--- src/design/pdf_pkg.sv ---
package pdf_pkg;

  localparam int unsigned POS_W    = 17;
  localparam int unsigned CFG_IDX_W = 2;

  localparam logic [31:0] CRC_INIT = 32'hFFFF_FFFF;
  localparam logic [31:0] CRC_POLY = 32'hEDB8_8320;
  localparam logic [7:0]  MAGIC_0  = 8'h52;  // 'R'
  localparam logic [7:0]  MAGIC_1  = 8'h42;  // 'B'
  localparam int unsigned CRC_COVER_END = 24;

  localparam logic [1:0] STATUS_OK    = 2'd0;
  localparam logic [1:0] STATUS_SHORT = 2'd1;
  localparam logic [1:0] STATUS_HDR   = 2'd2;
  localparam logic [1:0] STATUS_CRC   = 2'd3;

  localparam logic [CFG_IDX_W-1:0] CFG_VERSION  = 2'd0;
  localparam logic [CFG_IDX_W-1:0] CFG_TYPE_MIN = 2'd1;
  localparam logic [CFG_IDX_W-1:0] CFG_TYPE_MAX = 2'd2;

  typedef struct packed {
    logic [7:0] data_byte;
    logic       end_of_datagram;
  } in_t;

  typedef struct packed {
    logic        payload_valid;
    logic [7:0]  payload_byte;
    logic        done_res;
    logic [1:0]  status;
    logic [7:0]  packet_type;
    logic [7:0]  profile;
    logic [7:0]  generation;
    logic [31:0] sequence_res;
    logic [31:0] frame_number;
    logic [31:0] timestamp_ms;
    logic [15:0] header_flags;
  } out_t;

  typedef struct packed {
    logic [7:0] protocol_version;
    logic [7:0] type_min;
    logic [7:0] type_max;
  } cfg_t;

endpackage

--- src/design/pdf_crc8.sv ---
module pdf_crc8 (
  input  logic [31:0] crc_in,
  input  logic [7:0]  data,
  output logic [31:0] crc_out
);

  // reflected crc-32, one byte folded in bit by bit
  always_comb begin
    logic [31:0] c;
    c = crc_in ^ {24'd0, data};
    for (int i = 0; i < 8; i++) begin
      c = c[0] ? ((c >> 1) ^ pdf_pkg::CRC_POLY) : (c >> 1);
    end
    crc_out = c;
  end

endmodule

--- src/design/pdf_core.sv ---
module pdf_core #(
  parameter int unsigned HDR_BYTES = 28
) (
  input  logic           clk,
  input  logic           rst_n,
  input  pdf_pkg::cfg_t  cfg,
  input  pdf_pkg::in_t   item,
  input  logic           step,
  output logic           gives_result,
  output pdf_pkg::out_t  res
);

  localparam int unsigned TOT_W = pdf_pkg::POS_W + 1;
  localparam logic [pdf_pkg::POS_W-1:0] HDR_POS = pdf_pkg::POS_W'(HDR_BYTES);
  localparam logic [pdf_pkg::POS_W-1:0] POS_MAX = {pdf_pkg::POS_W{1'b1}};
  localparam logic [pdf_pkg::POS_W-1:0] COVER_END = pdf_pkg::POS_W'(pdf_pkg::CRC_COVER_END);

  logic [pdf_pkg::POS_W-1:0] pos_r, pos_nxt;
  logic [31:0] crc_r, crc_nxt, crc_upd;
  logic        prefix_ok_r, prefix_ok_nxt;
  logic [15:0] hlen_r, hlen_nxt;
  logic [15:0] plen_r, plen_nxt;
  logic [31:0] rcrc_r, rcrc_nxt;
  logic [7:0]  type_r, type_nxt;
  logic [7:0]  profile_r, profile_nxt;
  logic [7:0]  gen_r, gen_nxt;
  logic [31:0] seq_r, seq_nxt;
  logic [31:0] frame_r, frame_nxt;
  logic [31:0] tstamp_r, tstamp_nxt;
  logic [15:0] flags_r, flags_nxt;

  logic              is_payload;
  logic              last;
  logic [7:0]        b;
  logic [TOT_W-1:0]  total;
  logic [TOT_W-1:0]  len_sum;
  logic [1:0]        status;

  assign b          = item.data_byte;
  assign last       = item.end_of_datagram;
  assign is_payload = (pos_r >= HDR_POS);
  assign gives_result = is_payload || last;

  pdf_crc8 u_crc (
    .crc_in  (crc_r),
    .data    (b),
    .crc_out (crc_upd)
  );

  // spare header bytes and the stored crc word stay out of the crc
  assign crc_nxt = (pos_r < COVER_END || is_payload) ? crc_upd : crc_r;

  always_comb begin
    prefix_ok_nxt = prefix_ok_r;
    type_nxt      = type_r;
    profile_nxt   = profile_r;
    gen_nxt       = gen_r;
    hlen_nxt      = hlen_r;
    seq_nxt       = seq_r;
    frame_nxt     = frame_r;
    tstamp_nxt    = tstamp_r;
    plen_nxt      = plen_r;
    flags_nxt     = flags_r;
    rcrc_nxt      = rcrc_r;
    if (!is_payload) begin
      priority if (pos_r == 17'd0) begin
        if (b != pdf_pkg::MAGIC_0) prefix_ok_nxt = 1'b0;
      end else if (pos_r == 17'd1) begin
        if (b != pdf_pkg::MAGIC_1) prefix_ok_nxt = 1'b0;
      end else if (pos_r == 17'd2) begin
        if (b != cfg.protocol_version) prefix_ok_nxt = 1'b0;
      end else if (pos_r == 17'd3) begin
        type_nxt = b;
      end else if (pos_r == 17'd4) begin
        profile_nxt = b;
      end else if (pos_r == 17'd5) begin
        gen_nxt = b;
      end else if (pos_r <= 17'd7) begin
        hlen_nxt = {hlen_r[7:0], b};
      end else if (pos_r <= 17'd11) begin
        seq_nxt = {seq_r[23:0], b};
      end else if (pos_r <= 17'd15) begin
        frame_nxt = {frame_r[23:0], b};
      end else if (pos_r <= 17'd19) begin
        tstamp_nxt = {tstamp_r[23:0], b};
      end else if (pos_r <= 17'd21) begin
        plen_nxt = {plen_r[7:0], b};
      end else if (pos_r <= 17'd23) begin
        flags_nxt = {flags_r[7:0], b};
      end else if (pos_r <= 17'd27) begin
        rcrc_nxt = {rcrc_r[23:0], b};
      end else begin
        rcrc_nxt = rcrc_r;
      end
    end
  end

  assign total   = {1'b0, pos_r} + TOT_W'(1);
  assign len_sum = TOT_W'(hlen_nxt) + TOT_W'(plen_nxt);

  // order of checks: short, header or length, crc
  always_comb begin
    priority if (total < TOT_W'(HDR_BYTES)) begin
      status = pdf_pkg::STATUS_SHORT;
    end else if (!prefix_ok_nxt || type_nxt < cfg.type_min || type_nxt > cfg.type_max ||
                 hlen_nxt != 16'(HDR_BYTES) || total != len_sum) begin
      status = pdf_pkg::STATUS_HDR;
    end else if (rcrc_nxt != ~crc_nxt) begin
      status = pdf_pkg::STATUS_CRC;
    end else begin
      status = pdf_pkg::STATUS_OK;
    end
  end

  always_comb begin
    res = '0;
    res.payload_valid = is_payload;
    res.payload_byte  = is_payload ? b : 8'd0;
    if (last) begin
      res.done_res     = 1'b1;
      res.status       = status;
      res.packet_type  = type_nxt;
      res.profile      = profile_nxt;
      res.generation   = gen_nxt;
      res.sequence_res = seq_nxt;
      res.frame_number = frame_nxt;
      res.timestamp_ms = tstamp_nxt;
      res.header_flags = flags_nxt;
    end
  end

  assign pos_nxt = (pos_r < POS_MAX) ? pos_r + 17'd1 : pos_r;

  always_ff @(posedge clk) begin
    if (!rst_n || (step && last)) begin
      pos_r       <= '0;
      crc_r       <= pdf_pkg::CRC_INIT;
      prefix_ok_r <= 1'b1;
      hlen_r      <= '0;
      plen_r      <= '0;
      rcrc_r      <= '0;
      type_r      <= '0;
      profile_r   <= '0;
      gen_r       <= '0;
      seq_r       <= '0;
      frame_r     <= '0;
      tstamp_r    <= '0;
      flags_r     <= '0;
    end else if (step) begin
      pos_r       <= pos_nxt;
      crc_r       <= crc_nxt;
      prefix_ok_r <= prefix_ok_nxt;
      hlen_r      <= hlen_nxt;
      plen_r      <= plen_nxt;
      rcrc_r      <= rcrc_nxt;
      type_r      <= type_nxt;
      profile_r   <= profile_nxt;
      gen_r       <= gen_nxt;
      seq_r       <= seq_nxt;
      frame_r     <= frame_nxt;
      tstamp_r    <= tstamp_nxt;
      flags_r     <= flags_nxt;
    end
  end

endmodule

--- src/design/packet_deframer_crc32.sv ---
// channel  | direction | handshake           | payload
// in_      | input     | in_valid / in_stall | pdf_pkg::in_t  (data_byte, end_of_datagram)
// out_     | output    | out_valid/out_stall | pdf_pkg::out_t (payload byte, status, header)
// cfg_     | input     | cfg_valid/cfg_ready | cfg_index, cfg_data (ready always high)
//
// one byte per cycle sustained while the result is not stalled; an accepted byte reaches the result
// register through the input register, then one pass of crc byte update and header capture
// header bytes that are not final make no result and never wait on out_stall
// synchronous reset clears datagram state, handshake valids and config to defaults
// a stalled result holds; a byte waiting behind it stalls the input
module packet_deframer_crc32 #(
  parameter int unsigned HDR_BYTES = 28
) (
  input  logic                               clk,
  input  logic                               rst_n,
  input  logic                               in_valid,
  output logic                               in_stall,
  input  pdf_pkg::in_t                       in_data,
  output logic                               out_valid,
  input  logic                               out_stall,
  output pdf_pkg::out_t                      out_data,
  input  logic                               cfg_valid,
  output logic                               cfg_ready,
  input  logic [pdf_pkg::CFG_IDX_W-1:0]      cfg_index,
  input  logic [7:0]                         cfg_data
);

  pdf_pkg::cfg_t cfg_r;
  pdf_pkg::in_t  in_data_r;
  logic          in_valid_r;
  pdf_pkg::out_t out_data_r;
  logic          out_valid_r;

  logic          gives_result;
  logic          out_free;
  logic          proc;
  logic          in_take;
  pdf_pkg::out_t res;

  assign cfg_ready = 1'b1;

  always_ff @(posedge clk) begin
    if (!rst_n) begin
      cfg_r.protocol_version <= 8'd1;
      cfg_r.type_min         <= 8'd1;
      cfg_r.type_max         <= 8'd4;
    end else if (cfg_valid && cfg_ready) begin
      unique case (cfg_index)
        pdf_pkg::CFG_VERSION:  cfg_r.protocol_version <= cfg_data;
        pdf_pkg::CFG_TYPE_MIN: cfg_r.type_min         <= cfg_data;
        pdf_pkg::CFG_TYPE_MAX: cfg_r.type_max         <= cfg_data;
        default:               cfg_r                  <= cfg_r;
      endcase
    end
  end

  pdf_core #(
    .HDR_BYTES (HDR_BYTES)
  ) u_core (
    .clk          (clk),
    .rst_n        (rst_n),
    .cfg          (cfg_r),
    .item         (in_data_r),
    .step         (proc),
    .gives_result (gives_result),
    .res          (res)
  );

  assign out_free = !out_valid_r || !out_stall;
  // the held byte moves on unless it makes a result and the result slot is full
  assign proc     = in_valid_r && (!gives_result || out_free);
  assign in_stall = in_valid_r && !proc;
  assign in_take  = in_valid && !in_stall;

  always_ff @(posedge clk) begin
    if (!rst_n) begin
      in_valid_r <= 1'b0;
    end else if (!in_valid_r || proc) begin
      in_valid_r <= in_valid;
    end
  end

  always_ff @(posedge clk) begin
    if (in_take) begin
      in_data_r <= in_data;
    end
  end

  always_ff @(posedge clk) begin
    if (!rst_n) begin
      out_valid_r <= 1'b0;
    end else if (proc && gives_result) begin
      out_valid_r <= 1'b1;
    end else if (!out_stall) begin
      out_valid_r <= 1'b0;
    end
  end

  always_ff @(posedge clk) begin
    if (proc && gives_result) begin
      out_data_r <= res;
    end
  end

  assign out_valid = out_valid_r;
  assign out_data  = out_data_r;

`ifndef SYNTHESIS
  // every result carries a payload byte or closes a datagram
  assert property (@(posedge clk) disable iff (!rst_n)
    out_valid_r |-> (out_data_r.payload_valid || out_data_r.done_res))
    else $error("result with neither payload nor done");

  // status and header fields stay zero on mid-datagram items
  assert property (@(posedge clk) disable iff (!rst_n)
    (out_valid_r && !out_data_r.done_res) |->
      (out_data_r.status == pdf_pkg::STATUS_OK && out_data_r.sequence_res == 32'd0))
    else $error("header fields on a payload-only item");

  // a new result always comes from the input register
  assert property (@(posedge clk) disable iff (!rst_n)
    $rose(out_valid_r) |-> $past(in_valid_r))
    else $error("result without a held byte");
`endif

endmodule

--- config.mk ---
export PLATFORM = sky130hd
export DESIGN_NAME = packet_deframer_crc32
export DESIGN_NICKNAME = d
export VERILOG_FILES = /design/src/design/pdf_pkg.sv /design/src/design/pdf_crc8.sv /design/src/design/pdf_core.sv /design/src/design/packet_deframer_crc32.sv
export SDC_FILE = /design/constraint.sdc
export NUM_CORES = 1
export LEC_CHECK = 0
export BUFFER_PORTS_ARGS = -buffer_cell sky130_fd_sc_hd__buf_4
export CAP_MARGIN = 5
export CORE_MARGIN = 10
export CORE_UTILIZATION = 50
export CTS_BUF_LIST = sky130_fd_sc_hd__clkbuf_16
export CTS_CLUSTER_DIAMETER = 80
export DETAILED_ROUTE_END_ITERATION = 8
export GPL_ROUTABILITY_DRIVEN = 0
export PLACE_DENSITY = 0.78
export SETUP_SLACK_MARGIN = 0.5
export SLEW_MARGIN = 20
export SYNTH_ARGS = -nofsm -noshare
export SYNTH_HDL_FRONTEND = slang
export SYNTH_SLANG_ARGS = --single-unit
--- constraint.sdc ---
create_clock -name clk -period 12.86 [get_ports clk]
set_input_delay 2.572 -clock clk [delete_from_list [all_inputs] [get_ports clk]]
set_output_delay 2.572 -clock clk [all_outputs]
set_load 0.01 [all_outputs]
# Yosys cells after proc, flatten, opt, wreduce, memory -nomap -nowiden
# Cells that the tools add are included.
[classes]
n_addsub = 3
n_lt_le_gt_ge = 13
eq_ne = 14
mux = 117
bitwise_logic = 11
reduce_logical = 30
[ops]
columns = ["cell", "count"]
rows = [
  ["32-bit two-way mux", 53],
  ["16-bit two-way mux", 33],
  ["8-bit two-way mux", 18],
  ["139-bit two-way mux", 1],
  ["13-bit inverter with 14-bit output", 8],
  ["17-bit by 5-bit less-or-equal comparator with 1-bit output, second input constant", 4],
  ["17-bit by 2-bit == test with 1-bit output, second input constant", 2],
  ["17-bit by 3-bit == test with 1-bit output, second input constant", 2],
  ["17-bit by 4-bit less-or-equal comparator with 1-bit output, second input constant", 2],
  ["32-bit inequality test", 1],
  ["32-bit inverter", 1],
  ["32-bit by 8-bit XOR with 32-bit output", 1],
  ["17-bit by 1-bit adder with 18-bit output, second input constant", 1],
  ["18-bit by 5-bit less-than comparator with 1-bit output, second input constant", 1],
  ["18-bit inequality test", 1],
  ["16-bit by 16-bit adder with 17-bit output", 1],
  ["17-bit by 1-bit adder with 17-bit output, second input constant", 1],
  ["17-bit by 1-bit == test with 1-bit output, second input constant", 1],
  ["17-bit by 5-bit greater-or-equal comparator with 1-bit output, second input constant", 1],
  ["17-bit by 3-bit less-or-equal comparator with 1-bit output, second input constant", 1],
  ["17-bit zero test", 1],
  ["17-bit less-than comparator, second input constant", 1],
  ["17-bit by 5-bit less-than comparator with 1-bit output, second input constant", 1],
  ["16-bit by 5-bit inequality test with 1-bit output, second input constant", 1],
  ["16 further kinds", 50],
]
[totals]
register_bits = 433
inputBits = 24
output_inout_bits = 151

# Depth between registers and ports, before layout
# Gate-level depths: netlist of the first run.
[logic_depth]
word_depth = 24
depth_mapped = 22
mapped_depth_nobuf = 19

# Modules after synthesis
# A second synthesis of the first run with hierarchy kept.
[unflattened]
hier_cells = 2335
hier_area_um2 = 21842.2
[modules_own_cells]
columns = ["mod", "instances", "cells_per_inst", "area_per_inst_um2"]
rows = [
  ["pdf_core", 1, 2009, 15083.2],
  ["packet_deframer_crc32", 1, 262, 5760.5],
  ["pdf_crc8", 1, 64, 998.5],
]

# Least setup slack after synthesis of the first run
# No wires, ideal clock.
[synth_path]
kind = "input-to-reg"
start = "in out_stall"
end = "reg out_data_r, in the netlist out_data[0] (enable)"
arrival_ns = 9.520
t_required_ns = 12.200
setup_slack_ns = 2.680
path_stages = 6
n_path_buf = 2
cell_sequence = "and2_0 o21ai_0 nand2_1 clkbuf_1 clkbuf_1 nor2_1"
[synth_via]
elab_chain_len = 5
[synth_lines]
columns = ["element", "line", "source"]
rows = [
  ["start, declared", "packet_deframer_crc32.sv:20", "input logic out_stall,"],
  ["1-bit zero test", "-", ""],
  ["1-bit logical OR", "packet_deframer_crc32.sv:69", "assign out_free = !out_valid_r || !out_stall;"],
  ["1-bit logical OR", "packet_deframer_crc32.sv:71", "assign proc = in_valid_r && (!gives_result || out_free);"],
  ["1-bit logical AND", "packet_deframer_crc32.sv:71", ""],
  ["1-bit logical AND", "packet_deframer_crc32.sv:100", "if (proc && gives_result) begin"],
  ["end signal, assigned", "packet_deframer_crc32.sv:101", "out_data_r <= res;"],
  ["end, declared", "packet_deframer_crc32.sv:31", "pdf_pkg::out_t out_data_r;"],
]
# No other way between the ends.
# A chain may end at the register's enable or synchronous reset.

# Worst setup path in the final report of the first run
[layout_path]
start = "reg u_core.pos_r[9] (netlist bit)"
end = "reg out_data_r, in the netlist out_data[136], data pin"
[layout_via]
word_cells_on_any_way = 77
cone_classes = "add/sub: 2; order compare: 12; eq/ne: 8; mux: 47; bitwise: 1; reduce/logical: 7"
[layout_lines]
columns = ["element", "line", "source"]
rows = [
  ["start, declared", "pdf_core.sv:18", "logic [pdf_pkg::POS_W-1:0] pos_r, pos_nxt;"],
  ["start signal, assigned", "pdf_core.sv:150", "pos_r <= pos_nxt;"],
  ["17-bit by 3-bit less-or-equal comparator with 1-bit output", "pdf_core.sv:78", "end else if (pos_r <= 17'd7) begin"],
  ["16-bit two-way mux", "pdf_core.sv:78", ""],
  ["16-bit two-way mux", "pdf_core.sv:76", "end else if (pos_r == 17'd5) begin"],
  ["16-bit two-way mux", "pdf_core.sv:74", "end else if (pos_r == 17'd4) begin"],
  ["16-bit two-way mux", "pdf_core.sv:72", "end else if (pos_r == 17'd3) begin"],
  ["16-bit two-way mux", "pdf_core.sv:70", "end else if (pos_r == 17'd2) begin"],
  ["16-bit two-way mux", "pdf_core.sv:68", "end else if (pos_r == 17'd1) begin"],
  ["16-bit two-way mux", "pdf_core.sv:66", "priority if (pos_r == 17'd0) begin"],
  ["16-bit two-way mux *", "pdf_core.sv:65", "if (!is_payload) begin"],
  ["net u_core.hlen_nxt[1]", "pdf_core.sv:21", "logic [15:0] hlen_r, hlen_nxt;"],
  ["16-bit by 16-bit adder with 17-bit output or 16-bit by 5-bit inequality test with 1-bit output (tied branches)", "pdf_core.sv:99, pdf_core.sv:106", ""],
  ["18-bit inequality test or 1-bit logical OR (tied branches)", "pdf_core.sv:106, pdf_core.sv:105", ""],
  ["1-bit logical OR *", "pdf_core.sv:106", "hlen_nxt != 16'(HDR_BYTES) || total != len_sum) begin"],
  ["2-bit two-way mux *", "pdf_core.sv:105", "end else if (!prefix_ok_nxt || type_nxt < cfg.type_min || type_nxt > cfg.type_max ||"],
  ["2-bit two-way mux *", "pdf_core.sv:103", "priority if (total < TOT_W'(HDR_BYTES)) begin"],
]
# Mark *: on every way through the listed nets, which the timed path passes. The rest lies on a longest branch.

==> results of run 1 <==
==> kinds of logic (layout without fill, tap and decap cells) <==
group | count (synthesis) | in the layout
adders and majority gates | 36 | 36
AOI/OAI and AO/OA | 490 | 490
DFF | 433 | 433
buffers and inverters | 200 | 313
other | 1 | 1
xor gates and xnor gates | 167 | 167
and+or+nand+nor | 1012 | 1012
muxes | 105 | 105
==> worst min path at each step <==
| stage | to | depth (start not counted) |
|---|---|---|
| 2_1_floorplan | u_core.rcrc_r[27] | 2 |
| 3_3_place_gp | u_core.seq_r[30] | 2 |
| 3_5_place_dp | u_core.plen_r[8] | 2 |
| 4_1_cts | u_core.seq_r[30] | 2 |
| 5_1_grt | u_core.seq_r[30] | 2 |
| 6_report | u_core.plen_r[11] | 2 |
==> per-stage QoR <==
step,std cells,area [um^2],utilization,hold slack [ns],setup WS [ns]
final,3142,24800,0.576,0.451,6.55
after global routing,3142,24800,0.576,0.462,6.28
after CTS,3141,24800,0.576,0.452,6.32
after detailed placement,3057,23400,0.543,0.444,6.37
after global placement,3057,23400,0.543,0.438,6.51
after floorplan,2444,21800,-,0.432,2.68
==> report_power, final <==
| part | total, mW | switching (mW) | internal (mW) |
|---|---|---|---|
| logic | 0.493 | 0.289 | 0.204 |
| clock network | 1.26 | 0.572 | 0.691 |
| registers | 1.46 | 0.0201 | 1.44 |
| total | 3.22 | 0.881 | 2.34 |
==> routing by layer <==
layer / global-route usage / wire [um]
met3: 0.0375 / 4160
met2: 0.346 / 27000
met1: 0.281 / 25100
met5: 0 / 0
met4: 0.0769 / 1830
==> layout make-up <==
type	count	area, um^2	share of cell area
clock buffer	45	1130	0.0454
clock inverter	39	304	0.0122
inverter	28	105	0.00423
multi-input combinational	1811	10800	0.435
sequential	433	10200	0.412
tap	585	732	0.0295
timing repair buffer	201	1510	0.0608
==> worst max-delay path: stages (launching register included) <==
cell and delay [ns]:
sky130_fd_sc_hd__dfxtp_1 0.42, sky130_fd_sc_hd__or4_4 0.64, sky130_fd_sc_hd__nor4_4 0.52, sky130_fd_sc_hd__nor4bb_4 0.58, sky130_fd_sc_hd__buf_4 0.30, sky130_fd_sc_hd__mux2_2 0.40
sky130_fd_sc_hd__fa_1 0.55, sky130_fd_sc_hd__xnor2_1 0.11, sky130_fd_sc_hd__and4_1 0.21, sky130_fd_sc_hd__o211ai_1 0.10, sky130_fd_sc_hd__a2111o_1 0.39, sky130_fd_sc_hd__a2111oi_0 0.37
sky130_fd_sc_hd__nand4_1 0.15, sky130_fd_sc_hd__a2111oi_0 0.46, sky130_fd_sc_hd__nand4_1 0.18, sky130_fd_sc_hd__nor4_2 0.47, sky130_fd_sc_hd__nand2b_1 0.11, sky130_fd_sc_hd__a21boi_1 0.16
==> layout by cell type, fill, tap and decap left out, drive strengths merged, types with 10 or more instances in the layout <==
cell,synthesis,routed
buf,30,201
a21oi,225,225
nor2b,37,37
nor4,11,11
inv,28,42
dfxtp,276,276
and3,14,14
nand4,15,15
and2,22,22
edfxtp,157,157
nor2,86,86
xnor2,104,104
nor3,23,23
ha,35,35
clkbuf,142,45
o21a,10,10
xnor3,12,12
mux2i,61,61
clkinv,0,21
nand3,27,27
o211ai,33,33
o21ai,34,34
xor2,50,50
nand2,724,724
mux2,44,44
a21boi,123,123
==> sequential cells by signal, summed over array words and instances (netlist names), 9 cells and up <==
name and flops:
out_data 148, u_core.crc_r 32, u_core.frame_r 32, u_core.rcrc_r 32
u_core.seq_r 32, u_core.tstamp_r 32, cfg_r 24, u_core.pos_r 17
u_core.flags_r 16, u_core.hlen_r 16, u_core.plen_r 16, in_data_r 9
==> results.txt, run 1 <==
- Setup crit end kind: flop
- Upper clock frequency limit: about 160 MHz
- Transition at the pin with the smallest max-transition slack: 1.12 ns
- Commonest register cell after synthesis: sky130_fd_sc_hd__dfxtp_1
* Dominant cell by count in the synthesized netlist: sky130_fd_sc_hd__nand2_1
* Depth of the most critical reg-to-reg path: 17
- Once detailed placement completed, the half-perimeter wirelength came to 38.8 mm.
- Syn Nets: 2504
* Number of global-route vias before repair: approximately 17000
* Largest family of logic cells by synthesized area: simple AND/OR/NAND/NOR gates
- Clock latency on the worst-skew pair: 0.59 ns
* TritonCTS clock tree: built
- Final Setup Violations: 0
- Vias: 17900
- Initial DRC count: between 2000 and 2500
- The clock net in this run drives a total of 433 sinks.
* Count of flip-flops with a built-in enable after synthesis: around 160
- Layout cell share with drive strength beyond 1: 0.139
* Number of buffers inserted by hold repair at cts: 0
* Crit path arrival time: about 6.7 ns
- The worst setup path is of the flop to flop kind.
* Hold Crit Start: u_core.plen_r[11]
* Total CTS buffers: 45
* MaxCap Viol Count: 0
- Final routed DRC violation total: 0
- In this run the worst setup path begins at u_core.pos_r[9].
* Total number of placement rows: 76
- CTS H-tree depth: 2
- The min-delay analysis places its worst path in the category flop to flop.
- At the worst endpoint, the required time is about 13 ns.
- In this run the standard cell core region covers between 0.04 and 0.05 mm^2.
- Across the VDD grid, the largest voltage drop is 0.0993 mV.
* Clock tree buffer depth: 3
- The analysis attributes to cell leakage a power of 9.01 nW.
* Initial core utilization: 0.506
* Maximum number of pins on one net before global-route repair: 107
- The cell count after synthesis came out at 2444.
* Flop2flop setup slack: 6.55 ns
- Of the total synthesized cell area, the portion taken by AND, OR, NAND and NOR gates is 0.201.
- Clock-pin slew on the worst setup and hold paths: 0.06 ns
- Of all cell types, the one taking the most synthesized area is sky130_fd_sc_hd__dfxtp_1.
- Antenna diode count: 0
* Layout overhead on the synthesized area: 14.0%
* Status: completed
* Average cell area after synthesis: between 8 and 9 um^2
- The share of the Yosys chip area taken by registers is 0.470.
* End of the worst register-to-register path: out_data[136]
* Aggregate negative setup slack: 0 ns
- After synthesis, the share of flip-flops with an asynchronous set or reset is 0.
* Arithmetic-cell share of the synthesized area counting full adders, half adders and majority gates: 0.0210
- Number of nets with antenna violations after routing: 0
- Post-CTS setup repair buffer count: 0
* Post-route fraction of the period consumed by the critical path: 0.490
* Top cells by instance count after synthesis: sky130_fd_sc_hd__nand2_1 (723), sky130_fd_sc_hd__dfxtp_1 (276), sky130_fd_sc_hd__a21oi_1 (225)
- Measured against its own limit, the worst slew margin works out to 0.250.
- Measured along the x axis, the die boundary spans 229 um.
* Skew final: 0.0107 ns
* Final slew viol count: 0
* Die span in y: approximately 230 um
* Number of iterations in the first detailed-routing pass: 7
* Drt wl/cell: around 18 um
- Residual overflow from global routing: 0
- In the post-synthesis netlist, the biggest area contributors are sky130_fd_sc_hd__dfxtp_1 (25%), sky130_fd_sc_hd__edfxtp_1 (22%), sky130_fd_sc_hd__nand2_1 (12%), sky130_fd_sc_hd__a21oi_1 (5.2%), sky130_fd_sc_hd__a21boi_0 (4.2%).
* Synth top area share: 0.254
- Critical path peak fanout: 13
* Number of buffer cells added on primary ports: roughly 170
- Initial antenna violation count: 0
- The number of hold violations in the final report was 0.
- The die covers roughly 0.052 mm^2.
- Cells resized by post-CTS repair: 0
* Critical path launch point type: flop
- RR Startpoint: u_core.pos_r[9]
- The final layout contains between 2000 and 3000 nets.
- Register bit total from synthesis: 433
- For this design the top-level I/O count stands at 175.
- After filler insertion, the fill cell instance count of the layout stands at ~3600.
- Time the final worst path needs with I/O delays and setup: 6.31 ns
- End point of the critical path: out_data[136]
* Global-route wire length before repair: between 90 and 100 mm
- Setup repair after global routing left no endpoint under its margin.
- Area fraction in compound gates after synthesis: 0.142
- Number of distinct library cell variants in the gate-level netlist after synthesis: slightly above 80
* Vias per Instance: around 5.7
- The tree is rooted in a sky130_fd_sc_hd__clkbuf_16.
- The final layout contains routed wiring with a total length of between 50 and 60 mm.
- Area of the mapped netlist: around 0.022 mm^2
- After synthesis, the share of cell area in mux cells is 0.0513.
* Total routing resource utilization after global routing: 0.214
* Xor and xnor fraction of the mapped netlist area: 0.0768
- PnR Total Power: 3.22 mW
* Count of synthesis-stage warnings from yosys: 0
- Areal power density over the cells: 130 mW/mm^2
Power figures use the tool's default switching activity.
==> run 2: changes to the inputs <==
==> constraint.sdc (replaced) <==
create_clock -name clk -period 6.1 [get_ports clk]
set_input_delay 1.22 -clock clk [delete_from_list [all_inputs] [get_ports clk]]
set_output_delay 1.22 -clock clk [all_outputs]
set_load 0.01 [all_outputs]
==> results.txt, run 2 (same netlist as run 1, synthesis figures left out) <==
- Status: completed (unchanged)
- Most frequent cells in the layout: sky130_fd_sc_hd__nand2_1 (720), sky130_fd_sc_hd__dfxtp_1 (275), sky130_fd_sc_hd__a21oi_1 (225) (was sky130_fd_sc_hd__nand2_1 (719), sky130_fd_sc_hd__dfxtp_1 (276), sky130_fd_sc_hd__a21oi_1 (225)).
- Drt wl/cell: 19.0 um (was 18.5 um)
- Skew final: 0.0182 ns (was 0.0107 ns)
- Vias: 18100 (was 17900)
* Clock tree buffer depth: 3 (unchanged)
* Final design instance area without fill: 0.0251 mm^2 (was 0.0248 mm^2)
* Layout cell share with drive strength beyond 1: 0.146 (was 0.139)
- Depth of the most critical reg-to-reg path: 17 (unchanged)
- The via-per-instance ratio came to 5.72 (was 5.69).
* Number of nets with antenna violations after routing: 0 (unchanged)
- Area of all sequential standard cells: 0.0102 mm^2 (about the same)
* Initial DRC count: 2235 (was 2238)
- The gate family responsible for the most delay along the worst path is simple AND/OR/NAND/NOR gates (unchanged).
* Count of buffer and inverter cells on the critical path: 0 (was 1)
- Final routed DRC violation total: 0 (unchanged)
- Critical path launch point type: flop (unchanged)
* Post-route fraction of the period consumed by the critical path: 0.887 (was 0.490)
- The final HPWL from detailed placement came to 40.9 mm (was 38.8 mm).
* Final hold viol count: 0 (unchanged)
* CTS H-tree depth: 2 (unchanged)
* Sinks on the clock net: 433 (unchanged)
* Area taken by multi-input logic gates: 0.0108 mm^2 (about the same)
- Most common cell after layout, fill and taps aside: sky130_fd_sc_hd__nand2_1 (unchanged)
- Clock-pin slew on the worst setup and hold paths: 0.06 ns (about the same)
* Layout overhead on the synthesized area: 15.0% (was 14.0%)
- Maximum number of pins on one net before global-route repair: 86 (was 107)
* Class of the worst hold path: flop to flop (unchanged)
* Global-route wire length before repair: 94.7 mm (was 92.3 mm)
* Final WS setup: 0.687 ns (was 6.55 ns)
- Die span in y: 229 um (unchanged)
* Setup repair after global routing missed its margin: no (unchanged)
- Aggregate negative setup slack: 0 ns (unchanged)
- The slew at the pin closest to its max-slew limit came to 1.12 ns (about the same).
- Hold Crit Start: u_core.flags_r[10] (was u_core.plen_r[11])
- The total number of nets in the final design was 2599 (was 2580).
- The sum of overflow across all layers after global routing came to 0 (unchanged).
- The clock insertion delay at the later pin of the skew report came to 0.59 ns (about the same).
- The total inserted antenna cells was 0 (unchanged).
* Die span in x: 229 um (unchanged)
* Setup crit end kind: flop (unchanged)
* Critical path peak fanout: 9 (was 13)
- Upper clock frequency limit: 185 MHz (was 159 MHz)
* Die Area: 0.0523 mm^2 (unchanged)
* Initial antenna violation count: 0 (unchanged)
* Filler Cells Inserted: 3654 (was 3607)
- Max transition margin: 0.248 (was 0.250)
- Areal power density over the cells: 273 mW/mm^2 (was 130 mW/mm^2)
* Area post-placement: 0.0235 mm^2 (was 0.0234 mm^2)
- The final count of pins violating max slew was 0 (unchanged).
- Crit path arrival time: 5.85 ns (was 6.74 ns)
- The source of the worst register-to-register timing path was u_core.pos_r[9] (unchanged).
* CP max stage delay: 0.64 ns (about the same)
- Worst-case vdd ir drop: 0.209 mV (was 0.0993 mV)
- Flop2flop setup slack: 0.69 ns (was 6.55 ns)
* Final WL: 60.0 mm (was 58.1 mm)
- The number of detailed-routing iterations run before antenna repair came to 6 (was 7).
- The number of flip-flops in the largest register is 148 (unchanged).
- The clock tree from TritonCTS was built (unchanged).
- Total CTS buffers: 46 (was 45)
* Number of buffers inserted by hold repair at cts: 0 (unchanged)
- The worst hold path depth came to 2 (unchanged).
- The number of top-level pins is 175 (unchanged).
- The end of the worst register-to-register path is out_data[136] (unchanged).
* Time the final worst path needs with I/O delays and setup: 5.41 ns (was 6.31 ns)
- The total of max-cap violations came to 0 (unchanged).
- The via count of the first global-routing pass was 17300 (was 16800).
- Cell chain of the critical path: or4_4, nor4_4, nor4bb_4, mux2_2, ha_1, fa_1, xnor2_1, and4_1, o211ai_1, a2111o_1, a2111oi_2, nand4_1, a2111oi_0, nand4_1, nor4_4, nand2b_1, a21boi_1 (was or4_4, nor4_4, nor4bb_4, buf_4, mux2_2, fa_1, xnor2_1, and4_1, o211ai_1, a2111o_1, a2111oi_0, nand4_1, a2111oi_0, nand4_1, nor4_2, nand2b_1, a21boi_1).
* Placeable core region: 0.0431 mm^2 (unchanged)
* Total number of placement rows: 76 (unchanged)
* Category of the most critical setup path: flop to flop (unchanged)
- Clock root buffer: sky130_fd_sc_hd__clkbuf_16 (unchanged)
- Final Setup Violations: 0 (unchanged)
* P_leak: 9.13 nW (was 9.01 nW)
- WHS Endpoint: u_core.flags_r[10] (was u_core.plen_r[11])
- The worst slack after detailed placement was 0.211 ns (was 6.37 ns).
- Number of buffer cells added on primary ports: 173 (unchanged)
- The highest-delay cell along the critical path was sky130_fd_sc_hd__or4_4 (unchanged).
* Initial core utilization: 0.506 (unchanged)
- Worst EP required: 6.53 ns (was 13.29 ns)
* Total routing resource utilization after global routing: 0.220 (was 0.214)
run 2: final cells by class:
class                      count  area share
inverter                      28     0.00420
tap                          585      0.0292
multi-input combinational   1811       0.432
sequential                   433       0.409
timing repair buffer         219      0.0673
clock inverter                40      0.0123
clock buffer                  46      0.0460
run 2: worst min-delay path, stage by stage (launching register included):
cell                      delay [ns]
sky130_fd_sc_hd__dfxtp_1        0.31
sky130_fd_sc_hd__nand2_1        0.05
sky130_fd_sc_hd__a21oi_1        0.05
run 2: power by group:
group          internal, mW  total (mW)  switching, mW
Sequential             3.04        3.09         0.0503
Clock                  1.52        2.71           1.19
Combinational         0.439        1.04          0.599
Total                  5.00        6.84           1.84
run 2: worst max path at each step:
stage	start	end	slack [ns]	cells past startpoint
2_1_floorplan	u_core.pos_r[9]	out_data[137]	0.51	19
3_3_place_gp	u_core.pos_r[9]	out_data[136]	0.41	17
3_5_place_dp	u_core.pos_r[0]	out_data[136]	0.21	18
4_1_cts	u_core.pos_r[9]	out_data[136]	0.55	17
5_1_grt	u_core.pos_r[9]	out_data[136]	0.51	18
6_report	u_core.pos_r[9]	out_data[136]	0.69	17
run 2: metal layers:
| layer | vias up | global-route usage | share of wire |
|---|---|---|---|
| li1 | 8523 | - | - |
| met1 | 8613 | 0.275 | 0.41 |
| met2 | 750 | 0.363 | 0.48 |
| met3 | 188 | 0.0403 | 0.070 |
| met4 | 0 | 0.0998 | 0.041 |
| met5 | - | 0 | 0 |
run 2: timing repair:
action                                  4_1_cts  5_1_grt
pin swaps                                     1        1
setup buffers                                 4        0
endpoints found under the setup margin        2        2
gates resized for setup                       6        3
run 2: per-stage QoR:
| step | util | power, mW | instances | hold WS (ns) |
|---|---|---|---|---|
| floorplan | - | 3.88 | 2444 | 0.432 |
| global placement | 0.546 | 4.13 | 3072 | 0.438 |
| detailed placement | 0.546 | 4.15 | 3072 | 0.444 |
| CTS | 0.581 | 6.86 | 3162 | 0.452 |
| global route | 0.582 | 7.07 | 3162 | 0.471 |
| finish | 0.582 | 6.84 | 3162 | 0.451 |
